`src/hdl/idtp_pkg.sv`:
```
package idtp_pkg;

  // Format selector codes
  localparam logic [1:0] MODE_DATE  = 2'd0;
  localparam logic [1:0] MODE_TIME  = 2'd1;
  localparam logic [1:0] MODE_STAMP = 2'd2;

  // Character codes
  localparam logic [7:0] CH_ZERO  = 8'h30;
  localparam logic [7:0] CH_NINE  = 8'h39;
  localparam logic [7:0] CH_DASH  = 8'h2D;
  localparam logic [7:0] CH_COLON = 8'h3A;
  localparam logic [7:0] CH_T     = 8'h54;
  localparam logic [7:0] CH_SPACE = 8'h20;
  localparam logic [7:0] CH_DOT   = 8'h2E;

  // Fraction digits that still carry weight
  localparam logic [3:0] FRAC_DIGITS_MAX = 4'd9;

  // Position in the format
  typedef enum logic [21:0] {
    PH_Y0     = 22'h000001,
    PH_Y1     = 22'h000002,
    PH_Y2     = 22'h000004,
    PH_Y3     = 22'h000008,
    PH_DASH1  = 22'h000010,
    PH_M0     = 22'h000020,
    PH_M1     = 22'h000040,
    PH_DASH2  = 22'h000080,
    PH_D0     = 22'h000100,
    PH_D1     = 22'h000200,
    PH_SEP    = 22'h000400,
    PH_H0     = 22'h000800,
    PH_H1     = 22'h001000,
    PH_COLON1 = 22'h002000,
    PH_N0     = 22'h004000,
    PH_N1     = 22'h008000,
    PH_COLON2 = 22'h010000,
    PH_S0     = 22'h020000,
    PH_S1     = 22'h040000,
    PH_DOT    = 22'h080000,
    PH_FRAC   = 22'h100000,
    PH_DONE   = 22'h200000
  } phase_t;

  typedef struct packed {
    phase_t      phase;
    logic        failed;
    logic [13:0] year;
    logic [6:0]  month;
    logic [6:0]  day;
    logic [6:0]  hour;
    logic [6:0]  minute;
    logic [6:0]  second;
    logic [29:0] nanos;
    logic [3:0]  frac_cnt;
  } parse_state_t;

  typedef struct packed {
    logic        ok;
    logic [13:0] year;
    logic [6:0]  month;
    logic [6:0]  day;
    logic [6:0]  hour;
    logic [6:0]  minute;
    logic [6:0]  second;
    logic [29:0] fraction_ns;
  } result_t;

  // Start-of-string parse state
  function automatic parse_state_t clear_state();
    parse_state_t s;
    s.phase    = PH_Y0;
    s.failed   = 1'b0;
    s.year     = '0;
    s.month    = '0;
    s.day      = '0;
    s.hour     = '0;
    s.minute   = '0;
    s.second   = '0;
    s.nanos    = '0;
    s.frac_cnt = '0;
    return s;
  endfunction

endpackage

```
`src/hdl/idtp_ifs.sv`:
```
interface idtp_in_if import idtp_pkg::*; ();
  logic       valid;
  logic       ready;
  logic [7:0] text_char;
  logic       is_last;

  modport source (output valid, output text_char, output is_last, input ready);
  modport sink   (input valid, input text_char, input is_last, output ready);
endinterface

interface idtp_out_if import idtp_pkg::*; ();
  logic        valid;
  logic        ready;
  logic        ok;
  logic [13:0] year;
  logic [6:0]  month;
  logic [6:0]  day;
  logic [6:0]  hour;
  logic [6:0]  minute;
  logic [6:0]  second;
  logic [29:0] fraction_ns;

  modport source (output valid, output ok, output year, output month, output day,
                  output hour, output minute, output second, output fraction_ns,
                  input ready);
  modport sink   (input valid, input ok, input year, input month, input day,
                  input hour, input minute, input second, input fraction_ns,
                  output ready);
endinterface

interface idtp_cfg_if import idtp_pkg::*; ();
  logic       valid;
  logic       ready;
  logic [1:0] format_mode;

  modport source (output valid, output format_mode, input ready);
  modport sink   (input valid, input format_mode, output ready);
endinterface

```
`src/hdl/iso_date_time_text_parser_core.sv`:
```
// ISO 8601 date / time / timestamp parser. Feed one character per request on
// in_req, with is_last set on the final character; the block answers each
// string with exactly one result on out_rsp (ok = 0 and all fields zero on a
// bad character or a string that ends early). cfg_wr.format_mode selects
// date (0), time (1) or timestamp (2, reset default); write it only while no
// string is in flight. The block takes one character every cycle unless a
// waiting result stalls it: each character passes an input register and one
// step of digit accumulate and position update, and a string's result is
// registered in the output register when its last character is stepped. A
// result that waits on out_rsp.ready stalls the input only when another
// string's last character reaches the step logic.
module iso_date_time_text_parser_core import idtp_pkg::*; (
  input  logic       clk,
  input  logic       rst_n,
  idtp_in_if.sink    in_req,
  idtp_out_if.source out_rsp,
  idtp_cfg_if.sink   cfg_wr
);

  logic         in_v_r, in_v_nxt;
  logic [7:0]   in_char_r, in_char_nxt;
  logic         in_last_r, in_last_nxt;
  logic         out_v_r, out_v_nxt;
  result_t      res_r, res_nxt;
  parse_state_t st_r, st_nxt;
  logic [1:0]   mode_r, mode_nxt;

  parse_state_t step_st;
  result_t      step_res;
  logic         advance;
  logic         in_take;

  idtp_step u_step (
    .st_cur    (st_r),
    .text_char (in_char_r),
    .mode      (mode_r),
    .st_nxt    (step_st),
    .result    (step_res)
  );

  // Step the held character unless its result has nowhere to go
  assign advance = in_v_r && (!in_last_r || !out_v_r || out_rsp.ready);
  assign in_req.ready = !in_v_r || advance;
  assign in_take = in_req.valid && in_req.ready;
  assign cfg_wr.ready = 1'b1;

  // Next values for input stage, parse state, result and mode
  always_comb begin
    in_v_nxt    = in_take ? 1'b1 : (advance ? 1'b0 : in_v_r);
    in_char_nxt = in_take ? in_req.text_char : in_char_r;
    in_last_nxt = in_take ? in_req.is_last : in_last_r;

    st_nxt = st_r;
    if (advance) begin
      st_nxt = in_last_r ? clear_state() : step_st;
    end

    out_v_nxt = out_v_r;
    res_nxt   = res_r;
    if (advance && in_last_r) begin
      out_v_nxt = 1'b1;
      res_nxt   = step_res;
    end else if (out_rsp.ready) begin
      out_v_nxt = 1'b0;
    end

    mode_nxt = cfg_wr.valid ? cfg_wr.format_mode : mode_r;
  end

  // Control state
  always_ff @(posedge clk) begin
    if (!rst_n) begin
      in_v_r  <= 1'b0;
      out_v_r <= 1'b0;
      st_r    <= clear_state();
      mode_r  <= MODE_STAMP;
    end else begin
      in_v_r  <= in_v_nxt;
      out_v_r <= out_v_nxt;
      st_r    <= st_nxt;
      mode_r  <= mode_nxt;
    end
  end

  // Payload
  always_ff @(posedge clk) begin
    in_char_r <= in_char_nxt;
    in_last_r <= in_last_nxt;
    res_r     <= res_nxt;
  end

  assign out_rsp.valid       = out_v_r;
  assign out_rsp.ok          = res_r.ok;
  assign out_rsp.year        = res_r.year;
  assign out_rsp.month       = res_r.month;
  assign out_rsp.day         = res_r.day;
  assign out_rsp.hour        = res_r.hour;
  assign out_rsp.minute      = res_r.minute;
  assign out_rsp.second      = res_r.second;
  assign out_rsp.fraction_ns = res_r.fraction_ns;

endmodule

```
`src/hdl/idtp_step.sv`:
```
module idtp_step import idtp_pkg::*; (
  input  parse_state_t st_cur,
  input  logic [7:0]   text_char,
  input  logic [1:0]   mode,
  output parse_state_t st_nxt,
  output result_t      result
);

  // One decimal digit into a field accumulator
  function automatic logic [13:0] dec_acc(input logic [13:0] acc, input logic [3:0] d);
    return acc * 14'd10 + {10'b0, d};
  endfunction

  // Place value of a fraction digit in nanoseconds
  function automatic logic [26:0] frac_weight(input logic [3:0] idx);
    logic [26:0] w;
    case (idx)
      4'd0:    w = 27'd100000000;
      4'd1:    w = 27'd10000000;
      4'd2:    w = 27'd1000000;
      4'd3:    w = 27'd100000;
      4'd4:    w = 27'd10000;
      4'd5:    w = 27'd1000;
      4'd6:    w = 27'd100;
      4'd7:    w = 27'd10;
      4'd8:    w = 27'd1;
      default: w = 27'd0;
    endcase
    return w;
  endfunction

  phase_t     p;
  logic       digit;
  logic       hold;
  logic [3:0] d;

  // Advance the parse by one character
  always_comb begin
    st_nxt = st_cur;
    p      = st_cur.phase;
    digit  = (text_char inside {[CH_ZERO:CH_NINE]});
    d      = digit ? 4'(text_char - CH_ZERO) : 4'd0;
    hold   = st_cur.failed || (st_cur.phase == PH_DONE);

    // time-only strings skip the date
    if (p == PH_Y0 && mode == MODE_TIME) begin
      p = PH_H0;
    end

    // optional separator between date and time
    if (!hold && p == PH_SEP) begin
      if (text_char == CH_SPACE || text_char == CH_T) begin
        st_nxt.phase = PH_H0;
        hold         = 1'b1;
      end else begin
        p = PH_H0;
      end
    end

    if (!hold) begin
      case (p)
        PH_DOT: begin
          st_nxt.phase = (text_char == CH_DOT) ? PH_FRAC : PH_DONE;
        end
        PH_FRAC: begin
          if (!digit) begin
            st_nxt.phase = PH_DONE;
          end else if (st_cur.frac_cnt < FRAC_DIGITS_MAX) begin
            st_nxt.nanos    = st_cur.nanos + (30'(d) * 30'(frac_weight(st_cur.frac_cnt)));
            st_nxt.frac_cnt = st_cur.frac_cnt + 4'd1;
          end
        end
        PH_DASH1, PH_DASH2: begin
          if (text_char != CH_DASH) begin
            st_nxt.failed = 1'b1;
          end else begin
            st_nxt.phase = (p == PH_DASH1) ? PH_M0 : PH_D0;
          end
        end
        PH_COLON1, PH_COLON2: begin
          if (text_char != CH_COLON) begin
            st_nxt.failed = 1'b1;
          end else begin
            st_nxt.phase = (p == PH_COLON1) ? PH_N0 : PH_S0;
          end
        end
        PH_Y0, PH_Y1, PH_Y2, PH_Y3: begin
          if (!digit) begin
            st_nxt.failed = 1'b1;
          end else begin
            st_nxt.year = dec_acc(st_cur.year, d);
            case (p)
              PH_Y0:   st_nxt.phase = PH_Y1;
              PH_Y1:   st_nxt.phase = PH_Y2;
              PH_Y2:   st_nxt.phase = PH_Y3;
              default: st_nxt.phase = PH_DASH1;
            endcase
          end
        end
        PH_M0, PH_M1: begin
          if (!digit) begin
            st_nxt.failed = 1'b1;
          end else begin
            st_nxt.month = 7'(dec_acc({7'b0, st_cur.month}, d));
            st_nxt.phase = (p == PH_M0) ? PH_M1 : PH_DASH2;
          end
        end
        PH_D0, PH_D1: begin
          if (!digit) begin
            st_nxt.failed = 1'b1;
          end else begin
            st_nxt.day = 7'(dec_acc({7'b0, st_cur.day}, d));
            if (p == PH_D0) begin
              st_nxt.phase = PH_D1;
            end else begin
              st_nxt.phase = (mode == MODE_DATE) ? PH_DONE : PH_SEP;
            end
          end
        end
        PH_H0, PH_H1: begin
          if (!digit) begin
            st_nxt.failed = 1'b1;
          end else begin
            st_nxt.hour  = 7'(dec_acc({7'b0, st_cur.hour}, d));
            st_nxt.phase = (p == PH_H0) ? PH_H1 : PH_COLON1;
          end
        end
        PH_N0, PH_N1: begin
          if (!digit) begin
            st_nxt.failed = 1'b1;
          end else begin
            st_nxt.minute = 7'(dec_acc({7'b0, st_cur.minute}, d));
            st_nxt.phase  = (p == PH_N0) ? PH_N1 : PH_COLON2;
          end
        end
        PH_S0, PH_S1: begin
          if (!digit) begin
            st_nxt.failed = 1'b1;
          end else begin
            st_nxt.second = 7'(dec_acc({7'b0, st_cur.second}, d));
            if (p == PH_S0) begin
              st_nxt.phase = PH_S1;
            end else begin
              st_nxt.phase = (mode == MODE_TIME) ? PH_DONE : PH_DOT;
            end
          end
        end
        default: begin
          st_nxt.phase = st_cur.phase;
        end
      endcase
    end
  end

  // Build the result; zero every field unless the string parsed ok
  always_comb begin
    result.ok = !st_nxt.failed &&
                (st_nxt.phase == PH_DONE || st_nxt.phase == PH_DOT ||
                 st_nxt.phase == PH_FRAC);
    result.year        = result.ok ? st_nxt.year   : '0;
    result.month       = result.ok ? st_nxt.month  : '0;
    result.day         = result.ok ? st_nxt.day    : '0;
    result.hour        = result.ok ? st_nxt.hour   : '0;
    result.minute      = result.ok ? st_nxt.minute : '0;
    result.second      = result.ok ? st_nxt.second : '0;
    result.fraction_ns = result.ok ? st_nxt.nanos  : '0;
  end

endmodule

```
`src/flat_wrapper.sv`:
```
// flat-port wrapper written by rule: the top's interface ports become plain ports
module iso_date_time_text_parser_core_flat import idtp_pkg::*;
  (clk, rst_n, in_req_valid, in_req_text_char, in_req_is_last, in_req_ready, out_rsp_valid, out_rsp_ok, out_rsp_year, out_rsp_month, out_rsp_day, out_rsp_hour, out_rsp_minute, out_rsp_second, out_rsp_fraction_ns, out_rsp_ready, cfg_wr_valid, cfg_wr_format_mode, cfg_wr_ready);
  idtp_in_if in_req_i ();
  idtp_out_if out_rsp_i ();
  idtp_cfg_if cfg_wr_i ();
  input  logic clk;
  input  logic rst_n;
  input wire logic [$bits(in_req_i.valid)-1:0] in_req_valid;
  input wire logic [$bits(in_req_i.text_char)-1:0] in_req_text_char;
  input wire logic [$bits(in_req_i.is_last)-1:0] in_req_is_last;
  output wire logic [$bits(in_req_i.ready)-1:0] in_req_ready;
  output wire logic [$bits(out_rsp_i.valid)-1:0] out_rsp_valid;
  output wire logic [$bits(out_rsp_i.ok)-1:0] out_rsp_ok;
  output wire logic [$bits(out_rsp_i.year)-1:0] out_rsp_year;
  output wire logic [$bits(out_rsp_i.month)-1:0] out_rsp_month;
  output wire logic [$bits(out_rsp_i.day)-1:0] out_rsp_day;
  output wire logic [$bits(out_rsp_i.hour)-1:0] out_rsp_hour;
  output wire logic [$bits(out_rsp_i.minute)-1:0] out_rsp_minute;
  output wire logic [$bits(out_rsp_i.second)-1:0] out_rsp_second;
  output wire logic [$bits(out_rsp_i.fraction_ns)-1:0] out_rsp_fraction_ns;
  input wire logic [$bits(out_rsp_i.ready)-1:0] out_rsp_ready;
  input wire logic [$bits(cfg_wr_i.valid)-1:0] cfg_wr_valid;
  input wire logic [$bits(cfg_wr_i.format_mode)-1:0] cfg_wr_format_mode;
  output wire logic [$bits(cfg_wr_i.ready)-1:0] cfg_wr_ready;
  assign in_req_i.valid = in_req_valid;
  assign in_req_i.text_char = in_req_text_char;
  assign in_req_i.is_last = in_req_is_last;
  assign in_req_ready = in_req_i.ready;
  assign out_rsp_valid = out_rsp_i.valid;
  assign out_rsp_ok = out_rsp_i.ok;
  assign out_rsp_year = out_rsp_i.year;
  assign out_rsp_month = out_rsp_i.month;
  assign out_rsp_day = out_rsp_i.day;
  assign out_rsp_hour = out_rsp_i.hour;
  assign out_rsp_minute = out_rsp_i.minute;
  assign out_rsp_second = out_rsp_i.second;
  assign out_rsp_fraction_ns = out_rsp_i.fraction_ns;
  assign out_rsp_i.ready = out_rsp_ready;
  assign cfg_wr_i.valid = cfg_wr_valid;
  assign cfg_wr_i.format_mode = cfg_wr_format_mode;
  assign cfg_wr_ready = cfg_wr_i.ready;
  iso_date_time_text_parser_core u_core (.clk(clk), .rst_n(rst_n), .in_req(in_req_i), .out_rsp(out_rsp_i), .cfg_wr(cfg_wr_i));
endmodule
```
`config.mk`:
```
export PLATFORM = sky130hd
export DESIGN_NAME = iso_date_time_text_parser_core_flat
export DESIGN_NICKNAME = d
export VERILOG_FILES = /design/src/hdl/idtp_pkg.sv /design/src/hdl/idtp_ifs.sv /design/src/hdl/iso_date_time_text_parser_core.sv /design/src/hdl/idtp_step.sv /design/src/flat_wrapper.sv
export SDC_FILE = /design/constraint.sdc
export NUM_CORES = 1
export LEC_CHECK = 0
export BUFFER_PORTS_ARGS = -buffer_cell sky130_fd_sc_hd__clkbuf_2
export CORE_MARGIN = 2
export CORE_UTILIZATION = 65
export CTS_CLUSTER_SIZE = 28
export DETAILED_ROUTE_END_ITERATION = 6
export PLACE_DENSITY = 0.8
export SYNTH_ARGS = -nofsm -noshare
export SYNTH_HDL_FRONTEND = slang
export SYNTH_SLANG_ARGS = --single-unit
```
`constraint.sdc`:
```
create_clock -name clk -period 19.85 [get_ports clk]
set_input_delay 3.97 -clock clk [delete_from_list [all_inputs] [get_ports clk]]
set_output_delay 3.97 -clock clk [all_outputs]
set_load 0.03 [all_outputs]
```
==> summary.txt <==
Run status
  • Outcome: completed

Placement
  • Dpl hpwl: around 30000 um
  • RD Place Congestion: between 0.9 and 1
  • Port bufs: 97
  • Inst Count DP: ~2100

Power
  • Sequential share of power: a little under half
  • Peak VDD IR: between 0.00006 and 0.00007 V
  • Internal: around 750 uW
  • P per Cell Area: between 50 and 60 nW/um^2
  • Clock Power Share: a little over two fifths
  • Leakage power: 7.39 nW
  • Switch share: between 20% and 30%
  • Combinational fraction of design power: between 10% and 20%
  • Switch Pwr: about 270 uW

Clock tree
  • CTS Buffer Depth: 3
  • Clock-pin slew on the worst setup and hold paths: 0.06 ns
  • CTS buffer count: 24
  • Clock insertion delay at the later pin of the skew report: ~0.54 ns
  • Clock net sink count: 219
  • CTS Root Cell: clkbuf_16
  • Post-CTS Setup Bufs: 0
  • CTS tree: built
  • Max H-tree Level: 1
  • CTS Hold Bufs: 0
  • Post-CTS Resized: 0

Floorplanning
  • Chip height: between 150 and 200 um
  • Core ar.: 24400 sq um
  • Die area: between 20000 and 30000 sq um
  • Boundary Pins: 99
  • Die width: ~160 um
  • Starting Density: between 60 and 70%
  • Row Count: 57

Worst setup path
  • Critical-path top delay cell: nor2b_1
  • Worst-path fanout max: 4
  • CP peak stage delay: approximately 0.22 ns
  • CP Buf/Inv Count: 2
  • Critical Path Most Common Cell: clkbuf_2
  • FF-to-FF Start: u_core.in_char_r[1]$_DFFE_PP_
  • Worst setup SP type: input pin
  • CP startpoint: out_rsp_ready
  • Critical path's top delay family: simple AND/OR/NAND/NOR gates
  • WP data required: roughly 16 ns
  • Crit end category: output port
  • Setup CP Type: input pin to output port
  • WP data arrival: between 4 and 5 ns
  • Cell breakdown of the critical path: clkbuf_2 -> nor2b_1 -> nand3_1 -> clkbuf_2
  • Reg2reg setup slack: 12.96 ns

Synthesis
  • Sequential fraction of the synthesis area: between 30% and 40%
  • Ys Warns: 0
  • Cells after Synth: around 1700
  • Ys flop type: dfxtp_1
  • Net Count, Synth: between 1500 and 2000
  • Post-Syn Area: 16200 sq um
  • Post-synthesis area per instance: ~9.3 sq um
  • Post-synth EDFFs: slightly below 90
  • Ys async rst share: 0%
  • Synthesized flop and latch total: 219
  • Count of different cell masters after synthesis: 79

Timing
  • Slew Limit Fails: 0
  • Final setup fails: 0
  • Worst Max-Slew Pin Slew: around 1.2 ns
  • Max Clock Freq: ~120 MHz
  • Worst Skew: approximately 0.024 ns
  • Slew Limit Headroom: between 20% and 30%
  • Total negative slack: 0 ns
  • Unrepaired setup endpoints after global routing: no
  • Final min period: ~8.6 ns
  • Final Hold Fails: 0
  • Final worst path period share: between 40% and 50%

Min path
  • Type of the worst min-delay path: flop to flop
  • HP Start: u_core.st_r[82]$_SDFFE_PN0P_

Run
  • Total of max-cap violations: 0

Global routing
  • Antenna violations before repair: 0
  • Pin count of the biggest net entering global routing: 85
  • Remaining Overflow, GRT: 0
  • First-pass GRT wire length: just under 70000 um
  • Vias in the first global route: between 10000 and 15000
  • Total track usage: 32.8%

Detailed routing
  • Via count of the routed design: 13421
  • Via/cell ratio: ~6.3
  • DRT iter0 DRCs: 1260
  • Drt total wl: roughly 42000 um
  • Detailed Routing Iterations Pass 1: 5
  • Antenna viol nets, final: 0
  • WL/cell: roughly 20 um
  • Drt drc: 0

Finish
  • Non-filler instance count after layout: 2131
  • Fillers: approximately 1900
  • Syn-to-layout area delta: 8.87%
  • Final net count: ~2000
  • Final core utilization: 72.2%
  • Layout cells sized above 1: between 10% and 20%
  • ANT cells: 0
## cells in the mapped netlist, drive strengths merged (20+ instances only)
cell    instances  area [sq um]
nor2b          93           582
nor3          106           536
nor4           29           240
edfxtp         89          2670
a21o           20           150
a22oi          60           450
and3           45           282
inv           130           488
dfxtp         130          2600
fa             82          1640
mux2i          51           510
xnor2          56           490
nand2         118           443
nand2b         20           125
clkbuf         81           304
xor2           31           272
a21oi          57           289
nand3          38           195
ha            108          1350
and2           37           231
o21ai          81           405
nor2           87           327
## registers in the layout (all words and copies together), names as in the netlist, named ones only
register                    flops
u_core.out_rsp.second           7
u_core.out_rsp.fraction_ns     30
u_core.out_rsp.day              7
u_core.out_rsp.ok               1
u_core.out_rsp.valid            1
u_core.in_v_r                   1
u_core.out_rsp.minute           7
u_core.st_r                   106
u_core.out_rsp.month            7
u_core.mode_r                   2
u_core.out_rsp.hour             7
u_core.out_rsp.year            14
u_core.in_last_r                1
u_core.in_char_r                8
## worst min-delay path: stages, from the launching register on
cell and delay [ns]:
dfxtp_1 0.32, nand3_1 0.06, o31ai_1 0.06
## layer usage
metal | vias to the layer above | share of wire (%) | GRT usage, %
met4 | 0 | 3.0 | 9.77
li1 | 6283 | - | -
met3 | 84 | 7.5 | 4.24
met1 | 6501 | 45 | 47.2
met5 | - | 0 | 0
met2 | 553 | 45 | 52.2
## layout make-up
type,count,area (sq um),area share [%]
Sequential cell,219,5280,30.0
Clock inverter,10,87.6,0.497
Inverter,130,488,2.77
Tap cell,324,405,2.30
Clock buffer,34,678,3.85
Multi-Input combinational cell,1297,10000,57.0
Timing Repair Buffer,117,636,3.61
## path summary, 6_finish.rpt
check / endpoint / cells after the start
min reg2reg: u_core.st_r[82]$_SDFFE_PN0P_ / 2
min: u_core.st_r[82]$_SDFFE_PN0P_ / 2
max reg2reg: u_core.out_rsp.fraction_ns[29]$_SDFFCE_PN0P_ / 20
max: in_req_ready / 4
## power by group through the flow
stage / combinational [mW] / clock (mW) / sequential, mW
3_5_place_dp: 0.102 / 0 / 0.486
4_1_cts: 0.102 / 0.442 / 0.476
3_3_place_gp: 0.100 / 0 / 0.485
5_1_grt: 0.111 / 0.458 / 0.476
2_1_floorplan: 0.0660 / 0 / 0.489
6_report: 0.103 / 0.440 / 0.476
## cells in the final DEF, fill, tap and decap left out, types with 8 or more instances in the layout
cell	Yosys	layout
a21boi_0	10	10
a21o_1	20	20
and2_1	37	37
edfxtp_1	89	89
nand3_1	37	37
clkbuf_2	0	96
buf_4	3	20
a22oi_1	60	60
nor3b_1	17	17
a21oi_1	56	56
dfxtp_1	130	130
xnor2_1	56	56
ha_1	108	108
nand4_1	12	12
xor2_1	31	31
mux2i_1	51	51
nor3_1	105	105
nand2_1	118	117
nor2b_1	93	93
a32oi_1	11	11
o31ai_1	10	10
nand2b_1	20	20
nor4_1	21	21
inv_1	130	130
and3_1	45	44
fa_1	82	82
o21ai_0	75	75
or4_1	8	8
clkbuf_16	0	24
nor2_1	87	87
or3_1	10	10
o21a_1	12	12
## logic make-up after synthesis
kind of cell | synth area share, %
XOR/XNOR | 4.85
multiplexers | 3.23
AO/OA/AOI/OAI | 13.8
AND/OR/NAND/NOR | 21.5
other | 0.0232
buffers and inverters | 5.49
adder cells (fa/ha/maj) | 18.5
flip-flops | 32.6
## metrics by stage
stage | hold WS [ns] | power, mW | worst slack, ns | instance area [sq um]
4_1_cts | 0.484 | 1.02 | 11.24 | 17600
3_5_place_dp | 0.476 | 0.587 | 11.24 | 16800
6_report | 0.488 | 1.02 | 11.25 | 17600
3_3_place_gp | 0.457 | 0.586 | 11.30 | 16800
5_1_grt | 0.523 | 1.05 | 11.16 | 17600
2_1_floorplan | 0.444 | 0.555 | 11.42 | 16200
Note: power is estimated with default switching activity, not from simulation.
